<file path="config.mk">
export PLATFORM = sky130hd
export DESIGN_NAME = continued_fraction_rational_approx
export DESIGN_NICKNAME = d
export VERILOG_FILES = /design/src/hdl/cfra_pkg.sv /design/src/hdl/cfra_datapath.sv /design/src/hdl/cfra_ctrl.sv /design/src/hdl/continued_fraction_rational_approx.sv
export SDC_FILE = /design/constraint.sdc
export NUM_CORES = 2
export LEC_CHECK = 0
export BUFFER_PORTS_ARGS = -buffer_cell sky130_fd_sc_hd__buf_2
export CORE_UTILIZATION = 41
export DETAILED_ROUTE_END_ITERATION = 7
export SETUP_SLACK_MARGIN = 0.5
export SYNTH_ARGS = -nofsm -noshare
export SYNTH_HDL_FRONTEND = slang
export SYNTH_SLANG_ARGS = --single-unit
</file>
<file path="constraint.sdc">
create_clock -name clk_i -period 17.2 [get_ports clk_i]
set_input_delay 3.44 -clock clk_i [delete_from_list [all_inputs] [get_ports clk_i]]
set_output_delay 3.44 -clock clk_i [all_outputs]
set_load 0.005 [all_outputs]
</file>
<file path="src/hdl/cfra_pkg.sv">
// Package for the continued-fraction rational approximation block.
package cfra_pkg;
  localparam int unsigned FracBits = 32;
  localparam int unsigned ValW = 64;
  localparam int unsigned DenW = 34;
  localparam int unsigned TolW = 32;
  localparam int unsigned IterW = 10;
  localparam int unsigned CntW = 7;
  localparam int unsigned CfgAddrW = 1;
  localparam logic [IterW-1:0] IterReset = IterW'(1000);
  localparam logic [TolW-1:0] TolReset = TolW'(4);
  localparam logic [CfgAddrW-1:0] RegTol = 1'b0;
  localparam logic [CfgAddrW-1:0] RegIter = 1'b1;

  typedef struct packed {
    logic load;
    logic div_start;
    logic div_step;
    logic upd;
    logic mul_step;
    logic test;
    logic advance;
  } cmd_t;

  typedef struct packed {
    logic div_last;
    logic mul_last;
    logic hit;
    logic rem_zero;
  } sts_t;
endpackage

</file>
<file path="src/hdl/cfra_datapath.sv">
// Datapath: Euclid division, convergent update and exact error test.
module cfra_datapath (
  input  logic                          clk_i,
  input  cfra_pkg::cmd_t                cmd_i,
  input  logic [cfra_pkg::ValW-1:0]     value_i,
  input  logic [cfra_pkg::TolW-1:0]     tol_i,
  output cfra_pkg::sts_t                sts_o,
  output logic                          neg_o,
  output logic [cfra_pkg::ValW-1:0]     h_o,
  output logic [cfra_pkg::ValW-1:0]     k_o
);
  localparam int unsigned W = cfra_pkg::ValW;
  localparam int unsigned WW = 2 * W;
  localparam int unsigned CW = cfra_pkg::CntW;

  logic          neg_q;
  logic [W-1:0]  mag_q, num_q, den_q;
  logic [W-1:0]  quo_q, rem_q;
  logic [CW-1:0] dcnt_q;
  logic [W-1:0]  h1_q, h2_q, k1_q, k2_q, h_q, k_q;
  logic [W-1:0]  mh_q, mk_q, mm_q;
  logic [WW-1:0] ph_q, pk_q;
  logic [CW-1:0] mcnt_q;

  logic [W:0]    rtrial;
  logic [W-1:0]  rsh;

  always_comb begin
    rsh = {rem_q[W-2:0], quo_q[W-1]};
    rtrial = {rem_q, quo_q[W-1]} - {1'b0, den_q};
  end

  always_ff @(posedge clk_i) begin
    if (cmd_i.load) begin
      neg_q <= value_i[W-1];
      mag_q <= value_i[W-1] ? W'(0) - value_i : value_i;
      num_q <= value_i[W-1] ? W'(0) - value_i : value_i;
      den_q <= W'(1) << cfra_pkg::FracBits;
      h1_q <= W'(1); h2_q <= '0; k1_q <= '0; k2_q <= W'(1);
    end
    if (cmd_i.div_start) begin
      quo_q <= num_q;
      rem_q <= '0;
      dcnt_q <= '0;
    end else if (cmd_i.div_step) begin
      dcnt_q <= dcnt_q + CW'(1);
      if (!rtrial[W]) begin
        rem_q <= rtrial[W-1:0];
        quo_q <= {quo_q[W-2:0], 1'b1};
      end else begin
        rem_q <= rsh;
        quo_q <= {quo_q[W-2:0], 1'b0};
      end
    end
    if (cmd_i.upd) begin
      mh_q <= h1_q; mk_q <= k1_q; mm_q <= mag_q;
      ph_q <= {{W{1'b0}}, h2_q}; pk_q <= {{W{1'b0}}, k2_q};
      mcnt_q <= '0;
    end else if (cmd_i.mul_step) begin
      mcnt_q <= mcnt_q + CW'(1);
      if (quo_q[mcnt_q[CW-2:0]]) begin
        ph_q <= ph_q + ({{W{1'b0}}, mh_q} << mcnt_q[CW-2:0]);
        pk_q <= pk_q + ({{W{1'b0}}, mk_q} << mcnt_q[CW-2:0]);
      end
    end
    if (cmd_i.test) begin
      h_q <= ph_q[W-1:0];
      k_q <= pk_q[W-1:0];
    end
    if (cmd_i.advance) begin
      num_q <= den_q; den_q <= rem_q;
      h2_q <= h1_q; h1_q <= h_q;
      k2_q <= k1_q; k1_q <= k_q;
    end
  end

  // Product phase for the error test: mag*k and tol*k, serial over bits of k.
  logic          pbusy_q;
  logic [CW-1:0] pcnt_q;
  logic [WW-1:0] pacc_b_q, pacc_t_q;
  logic          pstep;
  logic [WW-1:0] ha_w, hd_w;

  always_comb begin
    pstep = cmd_i.mul_step && pbusy_q;
    ha_w = {{(W - cfra_pkg::FracBits){1'b0}}, h_q, {cfra_pkg::FracBits{1'b0}}};
    hd_w = (ha_w >= pacc_b_q) ? ha_w - pacc_b_q : pacc_b_q - ha_w;
  end

  always_ff @(posedge clk_i) begin
    if (cmd_i.test) begin
      pcnt_q <= '0;
      pacc_b_q <= '0;
      pacc_t_q <= '0;
    end else if (pstep) begin
      pcnt_q <= pcnt_q + CW'(1);
      if (k_q[pcnt_q[CW-2:0]]) begin
        pacc_b_q <= pacc_b_q + ({{W{1'b0}}, mm_q} << pcnt_q[CW-2:0]);
        pacc_t_q <= pacc_t_q + ({{(WW-cfra_pkg::TolW){1'b0}}, tol_i} << pcnt_q[CW-2:0]);
      end
    end
  end

  always_ff @(posedge clk_i) begin
    if (cmd_i.upd) pbusy_q <= 1'b0;
    else if (cmd_i.test) pbusy_q <= 1'b1;
  end

  always_comb begin
    sts_o.div_last = (dcnt_q == CW'(W - 1));
    sts_o.mul_last = pbusy_q ? (pcnt_q == CW'(W - 1)) : (mcnt_q == CW'(W - 1));
    sts_o.hit = (hd_w < pacc_t_q);
    sts_o.rem_zero = (rem_q == '0);
  end
  assign neg_o = neg_q;
  assign h_o = h_q;
  assign k_o = k_q;
endmodule

</file>
<file path="src/hdl/cfra_ctrl.sv">
// Controller: sequences division, convergent update and test per Euclid step.
module cfra_ctrl (
  input  logic                           clk_i,
  input  logic                           rst_ni,
  input  logic                           in_valid_i,
  output logic                           in_ready_o,
  output logic                           res_valid_o,
  input  logic                           res_ready_i,
  input  logic [cfra_pkg::IterW-1:0]     max_iter_i,
  input  cfra_pkg::sts_t                 sts_i,
  output cfra_pkg::cmd_t                 cmd_o,
  output logic                           hit_o,
  output logic                           odd_o
);
  typedef enum logic [7:0] {
    SIdle = 8'b00000001, SStart = 8'b00000010, SDiv = 8'b00000100,
    SUpd = 8'b00001000, SMul = 8'b00010000, STest = 8'b00100000,
    SProd = 8'b01000000, SDone = 8'b10000000
  } state_e;
  state_e state_q, state_d;
  logic [cfra_pkg::IterW-1:0] it_q, it_d;
  logic hit_q, hit_d;

  always_comb begin
    state_d = state_q; it_d = it_q; hit_d = hit_q;
    cmd_o = '0;
    in_ready_o = (state_q == SIdle);
    res_valid_o = (state_q == SDone);
    unique case (state_q)
      SIdle: if (in_valid_i) begin
        cmd_o.load = 1'b1; it_d = '0; hit_d = 1'b0;
        state_d = (max_iter_i == '0) ? SDone : SStart;
      end
      SStart: begin cmd_o.div_start = 1'b1; state_d = SDiv; end
      SDiv: begin
        cmd_o.div_step = 1'b1;
        if (sts_i.div_last) state_d = SUpd;
      end
      SUpd: begin cmd_o.upd = 1'b1; state_d = SMul; end
      SMul: begin
        cmd_o.mul_step = 1'b1;
        if (sts_i.mul_last) state_d = STest;
      end
      STest: begin cmd_o.test = 1'b1; state_d = SProd; end
      SProd: begin
        cmd_o.mul_step = 1'b1;
        if (sts_i.mul_last) begin
          if (sts_i.hit) begin hit_d = 1'b1; state_d = SDone; end
          else if (sts_i.rem_zero || (it_q + 10'd1 == max_iter_i)) state_d = SDone;
          else begin
            cmd_o.advance = 1'b1; it_d = it_q + 10'd1; state_d = SStart;
          end
        end
      end
      SDone: if (res_ready_i) state_d = SIdle;
      default: state_d = SIdle;
    endcase
  end

  always_ff @(posedge clk_i or negedge rst_ni) begin
    if (!rst_ni) begin
      state_q <= SIdle; it_q <= '0; hit_q <= 1'b0;
    end else begin
      state_q <= state_d; it_q <= it_d; hit_q <= hit_d;
    end
  end
  assign hit_o = hit_q;
  assign odd_o = it_q[0];
endmodule

</file>
<file path="src/hdl/continued_fraction_rational_approx.sv">
// Top level of the continued-fraction rational approximation block.
// One value at a time: each Euclid step runs a restoring division, a shift-add
// convergent update and an exact error test, for up to max_iterations steps,
// followed by the result state. Result 0/0 means no match.
module continued_fraction_rational_approx (
  input  logic                           clk_i,
  input  logic                           rst_ni,
  input  logic                           s_axis_tvalid,
  output logic                           s_axis_tready,
  input  logic [63:0]                    s_axis_tdata,  // value
  output logic                           m_axis_tvalid,
  input  logic                           m_axis_tready,
  output logic [103:0]                   m_axis_tdata,  // numerator, denominator, pad
  input  logic                           cfg_valid_i,
  output logic                           cfg_ready_o,
  input  logic [cfra_pkg::CfgAddrW-1:0]  cfg_index_i,
  input  logic [31:0]                    cfg_data_i
);
  logic [cfra_pkg::TolW-1:0]  tol_q;
  logic [cfra_pkg::IterW-1:0] iter_q;
  cfra_pkg::cmd_t cmd;
  cfra_pkg::sts_t sts;
  logic neg, hit, odd;
  logic [63:0] h, k, hn, kn;

  assign cfg_ready_o = 1'b1;
  always_ff @(posedge clk_i or negedge rst_ni) begin
    if (!rst_ni) begin
      tol_q <= cfra_pkg::TolReset; iter_q <= cfra_pkg::IterReset;
    end else if (cfg_valid_i) begin
      unique case (cfg_index_i)
        cfra_pkg::RegTol: tol_q <= cfg_data_i;
        cfra_pkg::RegIter: iter_q <= cfg_data_i[cfra_pkg::IterW-1:0];
        default: ;
      endcase
    end
  end

  cfra_ctrl u_ctrl (
    .clk_i, .rst_ni, .in_valid_i(s_axis_tvalid), .in_ready_o(s_axis_tready),
    .res_valid_o(m_axis_tvalid), .res_ready_i(m_axis_tready), .max_iter_i(iter_q),
    .sts_i(sts), .cmd_o(cmd), .hit_o(hit), .odd_o(odd)
  );
  cfra_datapath u_dp (
    .clk_i, .cmd_i(cmd), .value_i(s_axis_tdata), .tol_i(tol_q), .sts_o(sts),
    .neg_o(neg), .h_o(h), .k_o(k)
  );

  always_comb begin
    hn = (neg && !odd) ? 64'd0 - h : h;
    kn = (neg && odd) ? 64'd0 - k : k;
    if (!hit) begin hn = '0; kn = '0; end
    m_axis_tdata = {6'd0, kn[33:0], hn};
  end
endmodule
</file>
; Word level (Yosys, flattened, before mapping)
; Index checks and enable logic that the tools add are counted.
[totals]
ff_bits = 1492
inputBits = 102
out_inout_bits = 107
wordCells = 154
[op_classes]
add_sub_neg = 14
magnitude_cmp = 4
eq_ne = 20
shifts = 4
mux = 60
bitwise_logic = 1
n_reduce_logical = 21
[ops]
columns = cell, count
row1 = 64-bit 2-to-1 mux, 22
row2 = 128-bit adder, 4
row3 = 64-bit by 6-bit << shifter with 128-bit output, 3
row4 = 96-bit by 128-bit greater-or-equal comparator with 1-bit output, 1
row5 = 128-bit < comparator, 1
row6 = 128-bit 2-to-1 mux, 1
row7 = 32-bit by 6-bit << shifter with 128-bit output, 1
row8 = 1-bit by 64-bit subtractor with 64-bit output (first input constant), 2
row9 = 128-bit by 96-bit subtractor with 128-bit output, 1
row10 = 96-bit by 128-bit subtractor with 128-bit output, 1
row11 = 34-bit 2-to-1 mux, 2
row12 = 65-bit by 64-bit subtractor with 65-bit output, 1
row13 = 64-bit logical NOT, 1
row14 = 8-bit 2-to-1 mux, 8
row15 = 8-bit one-hot mux with 8 select lines, 1
row16 = 10-bit 2-to-1 mux, 4
row17 = 1-bit by 34-bit subtractor with 34-bit output (first input constant), 1
row18 = 7-bit by 1-bit adder with 7-bit output (second input constant), 3
row19 = 7-bit by 6-bit equality test with 1-bit output (second input constant), 3
row20 = 10-bit one-hot mux with 2 select lines, 1
row21 = 1-bit 2-to-1 mux, 18
row22 = 6-bit by 7-bit < comparator with 1-bit output (second input constant), 2
row23 = 2-bit inequality test (second input constant), 7
row24 = 1-bit binary-select mux with 6-bit select, 2
row25 = 22 further kinds, 33

; Depth between registers and ports, before layout
[logic_depth]
ltp_word = 8
depth_mapped = 32
ltp_nobuf = 27

; By module
; From an unflattened synthesis, not the netlist that was laid out.
[hier_totals]
hier_cells = 12099
hier_area_um2 = 105641.3
[modules_own_cells]
columns = module, n_inst, cells_each, area_per_inst_um2, seq_area_each_um2
row1 = cfra_datapath, 1, 11310, 99295.2, 35704.2
row2 = continued_fraction_rational_approx, 1, 629, 4868.4, 1059.8
row3 = cfra_ctrl, 1, 160, 1477.7, 476.7

; Least setup slack after synthesis
; No wires, ideal clock.
[synth_path]
path_kind = register to register
from = register u_dp.h_q[29], in the netlist u_dp.h_o[29]
to = register u_dp.den_q[0] (enable)
setup_time_ns = 0.732
arrival_ns = 13.574
required_time_ns = 16.468
slack_ns = 2.893
stages_incl_launch_ff = 29
path_buffers = 5
synth_period_minus_slack_ns = 14.307
cell_sequence = edfxtp_1 -> inv_1 -> ha_1 -> clkbuf_1 -> a21oi_1 -> o21ai_0 -> a311oi_1 -> a21oi_1 -> a211oi_1 -> o21a_1 -> o21a_1 -> clkbuf_1 -> clkbuf_1 -> clkbuf_1 -> a21oi_1 -> a31oi_1 -> xnor2_1 -> ha_1 -> nand4_1 -> nor4_1 -> or4b_1 -> a211oi_1 -> a221oi_1 -> o311ai_0 -> o21ai_1 -> a2111oi_0 -> buf_2 -> nor2_1 -> inv_1
[synth_via]
elab_chain_len = 7
elab_cells_between_ends = 9
classes_between = add/sub: 2 / order compare: 2 / mux: 4 / reduce/logical: 1
[synth_rtl]
columns = item, line
row1 = "start, declared", cfra_datapath.sv:20  ; logic [W-1:0] h1_q, h2_q, k1_q, k2_q, h_q, k_q;
row2 = "start signal, assigned", cfra_datapath.sv:67  ; h_q <= ph_q[W-1:0];
row3 = "128-bit by 96-bit subtractor with 128-bit output, or another cell as far along", cfra_datapath.sv:87  ; hd_w = (ha_w >= pacc_b_q) ? ha_w - pacc_b_q : pacc_b_q - ha_w;
row4 = 128-bit 2-to-1 mux (*), cfra_datapath.sv:87
row5 = 128-bit < comparator (*), cfra_datapath.sv:112  ; sts_o.hit = (hd_w < pacc_t_q);
row6 = 1-bit 2-to-1 mux (*), cfra_ctrl.sv:48  ; if (sts_i.hit) begin hit_d = 1'b1; state_d = SDone; end
row7 = 1-bit 2-to-1 mux (*), cfra_ctrl.sv:47  ; if (sts_i.mul_last) begin
row8 = 1-bit 2-to-1 mux (*), cfra_ctrl.sv:29  ; unique case (state_q)
row9 = 2-bit nonzero test (no source line) (*), --
row10 = "end signal, assigned", cfra_datapath.sv:38  ; den_q <= W'(1) << cfra_pkg::FracBits;
row11 = "end signal, assigned", cfra_datapath.sv:71  ; num_q <= den_q; den_q <= rem_q;
row12 = "end, declared", cfra_datapath.sv:17  ; logic [W-1:0] mag_q, num_q, den_q;
; Every way passes the cells marked *; elsewhere a longest branch is shown, timed or not.
; A chain may end at the register's enable or synchronous reset.

; Worst setup path after layout
[layout_path]
from = register u_dp.h_q[29], in the netlist u_dp.h_o[29]
to = register u_dp.h1_q[51] (enable)
[layout_via]
elab_chain_len = 7
elab_cells_between_ends = 9
classes_between = add/sub: 2 / order compare: 2 / mux: 4 / reduce/logical: 1
[layout_rtl]
columns = item, line
row1 = "128-bit by 96-bit subtractor with 128-bit output, or another cell as far along", cfra_datapath.sv:87
row2 = 128-bit 2-to-1 mux (*), cfra_datapath.sv:87
row3 = 128-bit < comparator (*), cfra_datapath.sv:112
row4 = 1-bit 2-to-1 mux (*), cfra_ctrl.sv:48
row5 = 1-bit 2-to-1 mux (*), cfra_ctrl.sv:47
row6 = 1-bit 2-to-1 mux (*), cfra_ctrl.sv:29
row7 = 2-bit nonzero test (no source line) (*), --
row8 = "end signal, assigned", cfra_datapath.sv:72  ; h2_q <= h1_q; h1_q <= h_q;
row9 = "end, declared", cfra_datapath.sv:20
; Marks and branches as above.

==> flow_summary.toml <==
[outcome]
outcome = "completed"

[timing]
worst_slew_pin_slew_ns = 1.247
finalCriticalPeriod_ns = 11.39
clock_skew_ns = 0.1096
final.setup.tns_ns = 0
max_freq_ghz = 0.08781
finalCritPeriodShare = 0.6621
drv_slew = 0
hold_violations = 0
rsz0062_at_grt = "no"
slew_headroom = 0.1684
finalSetupViolCount = 0

[synth]
ys_ff_latch = 1364
synthCells = 12560
synth_enable_flop_cells = 961
ys.flop_type = "edfxtp_1"
synth_area_per_cell_um2 = 8.524
synth_cell_types = 111
netlist.top_cell.by_area = "edfxtp_1"
synthTopCellsByArea = "edfxtp_1 27%, ha_1 7.9%, dfxtp_1 6.4%, nand2_1 5.8%, a21oi_1 5.8%"
synth_top_area_share = 0.2695
async_flop_share = 0.04472
yosysSeqAreaShare = 0.3478
netlist_area_um2 = 107100
yosysWarnings = 0

[power_and_ir_drop]
seqPwrFrac = 0.257
switching_share = 0.4761
p_switching_mw = 8.831
intPower_mw = 9.718
p_comb_frac = 0.545
pwr-share-clk = 0.198
p_leak_nw = 45.38
power_density_nw_per_um2 = 159.1
max-vdd-ir-drop_v = 0.0001207

[routing]
wl_met1_um = 198800
top_layer = "met5"
vias = 100500
routed_via_density = 6.309
met2_length_um = 223900
drt_iter0_markers = 11620
first_pass_iters = 7
drt.antenna.violating_nets = 0
drc = 0
route.met3.wl_um = 38040
wl_per_cell_um = 31.41
wirelength_um = 500200

[floorplanning]
die_y_um = 513.0
pin_count = 209
start_util = 0.4123
coreArea_um2 = 259700
die_x_um = 513.0
rows = 187
die_area_um2 = 263200

[clock_tree]
cts_made_buffers = 170
cts_tree = "yes"
insertion_delay_ns = 0.90
ctsHtreeMaxLevel = 4
path_clk_slew_ns = 0.07
clock-sinks = 1364
clock_tree.root_cell = "clkbuf_16"
clockBufferDepth = 4
cts_hold_buffers = 0
ctsResizeCount = 0
post_cts_buffers = 0

[cells_and_area]
utilization = 0.4489
nNetsFinal = 13150
mostFrequentLayoutCells = "1651 x nand2_1, 1237 x a21oi_1, 1208 x nor2_1"
areaGrowthSynthToFinish_pct = 8.878
mostFrequentLayoutCell = "nand2_1"
drive_above_1_share = 0.08429

[global_route]
grt_usage = 0.3674
grt_pass1_wl_um = 700400
antenna_found_initial = 44
grt_max_degree = 189
overflow = 0
grt_pass1_vias = 94880

[setup_path]
cpMaxStageDelayCell = "a21oi_1"
crit_buf_inv = 7
critPathRequiredTime_ns = 17.68
regToRegSetupSlack_ns = 5.81
path_class = "flip-flop to flip-flop"
worst-path-max-fanout = 147
max_stage_delay_ns = 0.78
critPathLaunchType = "flip-flop"
critPathArrivalTime_ns = 11.87
path_delay_family = "compound AO/OA/AOI/OAI gates"
crit_path_end_kind = "flip-flop"
crit_top_cell = "buf_4"

[min_path]
hold_class = "flip-flop to flip-flop"

[run]
drv_cap = 0

[placement]
io_buffers = 201
gp_congestion = 1.095
dpl.hpwl_um = 402300
[logic make-up after synthesis]
group | synth area share
mux | 0.07947
compound gates | 0.2006
buf+inv | 0.04370
simple gates | 0.1919
other cells | 0.00007014
flops | 0.3478
xor+xnor | 0.05644
fa+ha+maj | 0.08000
[through the flow]
stage	power [mW]	setup WS, ns	hold WS [ns]	cells	area (um^2)
2_1_floorplan	11.15	2.893	0.4003	12570	107100
3_3_place_gp	14.56	6.036	0.4040	15600	111000
3_5_place_dp	14.60	6.125	0.4045	15600	111000
4_1_cts	18.31	6.095	0.3968	15910	116500
5_1_grt	19.37	5.553	0.4156	15910	116500
6_report	18.55	5.812	0.4008	15930	116600
[layout make-up]
cell class	count	area [um^2]
Fill cell	25500	143100
Multi-Input combinational cell	9985	65350
Sequential cell	1364	37290
Clock buffer	210	4622
Tap cell	3402	4257
Timing Repair Buffer	353	2197
Inverter	492	1873
Clock inverter	100	945.9
Antenna cell	19	47.55
[synth_stat cells, types with 241 or more instances]
cell type  count
mux2i_1      284
edfxtp_1     961
a21oi_1     1238
o21ai_0      883
nor2_1      1210
xnor2_1      459
a21o_1       374
ha_1         675
inv_1        486
dfxtp_1      342
nor3_1       255
nand2_1     1653
clkbuf_1     560
nand4_1      241
and2_1       421
[power groups by stage]
stage                     Sequential [mW]  Combinational (mW)  Clock [mW]
after floorplan                      4.60                6.55           0
after global placement               4.79                9.77           0
after detailed placement             4.81                9.79           0
after CTS                            4.75                9.84        3.72
after global routing                 4.81                10.7        3.83
final                                4.77                10.1        3.67
[sequential cells by signal, indices dropped and copies added, names as in the netlist, 8 cells and up]
register        count
iter_q             10
tol_q              32
u_ctrl.it_q        10
u_ctrl.state_q      8
u_dp.den_q         64
u_dp.h1_q          64
u_dp.h2_q          64
u_dp.h_o           64
u_dp.k1_q          64
u_dp.k2_q          64
u_dp.k_o           64
u_dp.mag_q         64
u_dp.mh_q          64
u_dp.mk_q          64
u_dp.mm_q          64
u_dp.num_q         64
u_dp.pacc_b_q     128
u_dp.pacc_t_q     128
u_dp.ph_q          64
u_dp.pk_q          64
u_dp.quo_q         64
u_dp.rem_q         64
[worst paths after layout]
path | from | to | depth (start not counted)
max reg2reg | u_dp.h_o[29] | u_dp.h1_q[51] | 26
min reg2reg | u_dp.mag_q[32] | u_dp.mm_q[32] | 0
min | u_dp.mag_q[32] | u_dp.mm_q[32] | 0
max in group asynchronous | rst_ni | u_ctrl.hit_o | 2
min in group asynchronous | rst_ni | tol_q[11] | 2
max | u_dp.h_o[29] | u_dp.h1_q[51] | 26
[metal layers]
layer,vias to the layer above,global-route usage
li1,45250,-
met1,49320,0.4614
met2,4859,0.5808
met3,1022,0.06017
met4,10,0.2461
met5,-,0
(Power assumes the default switching activity.)
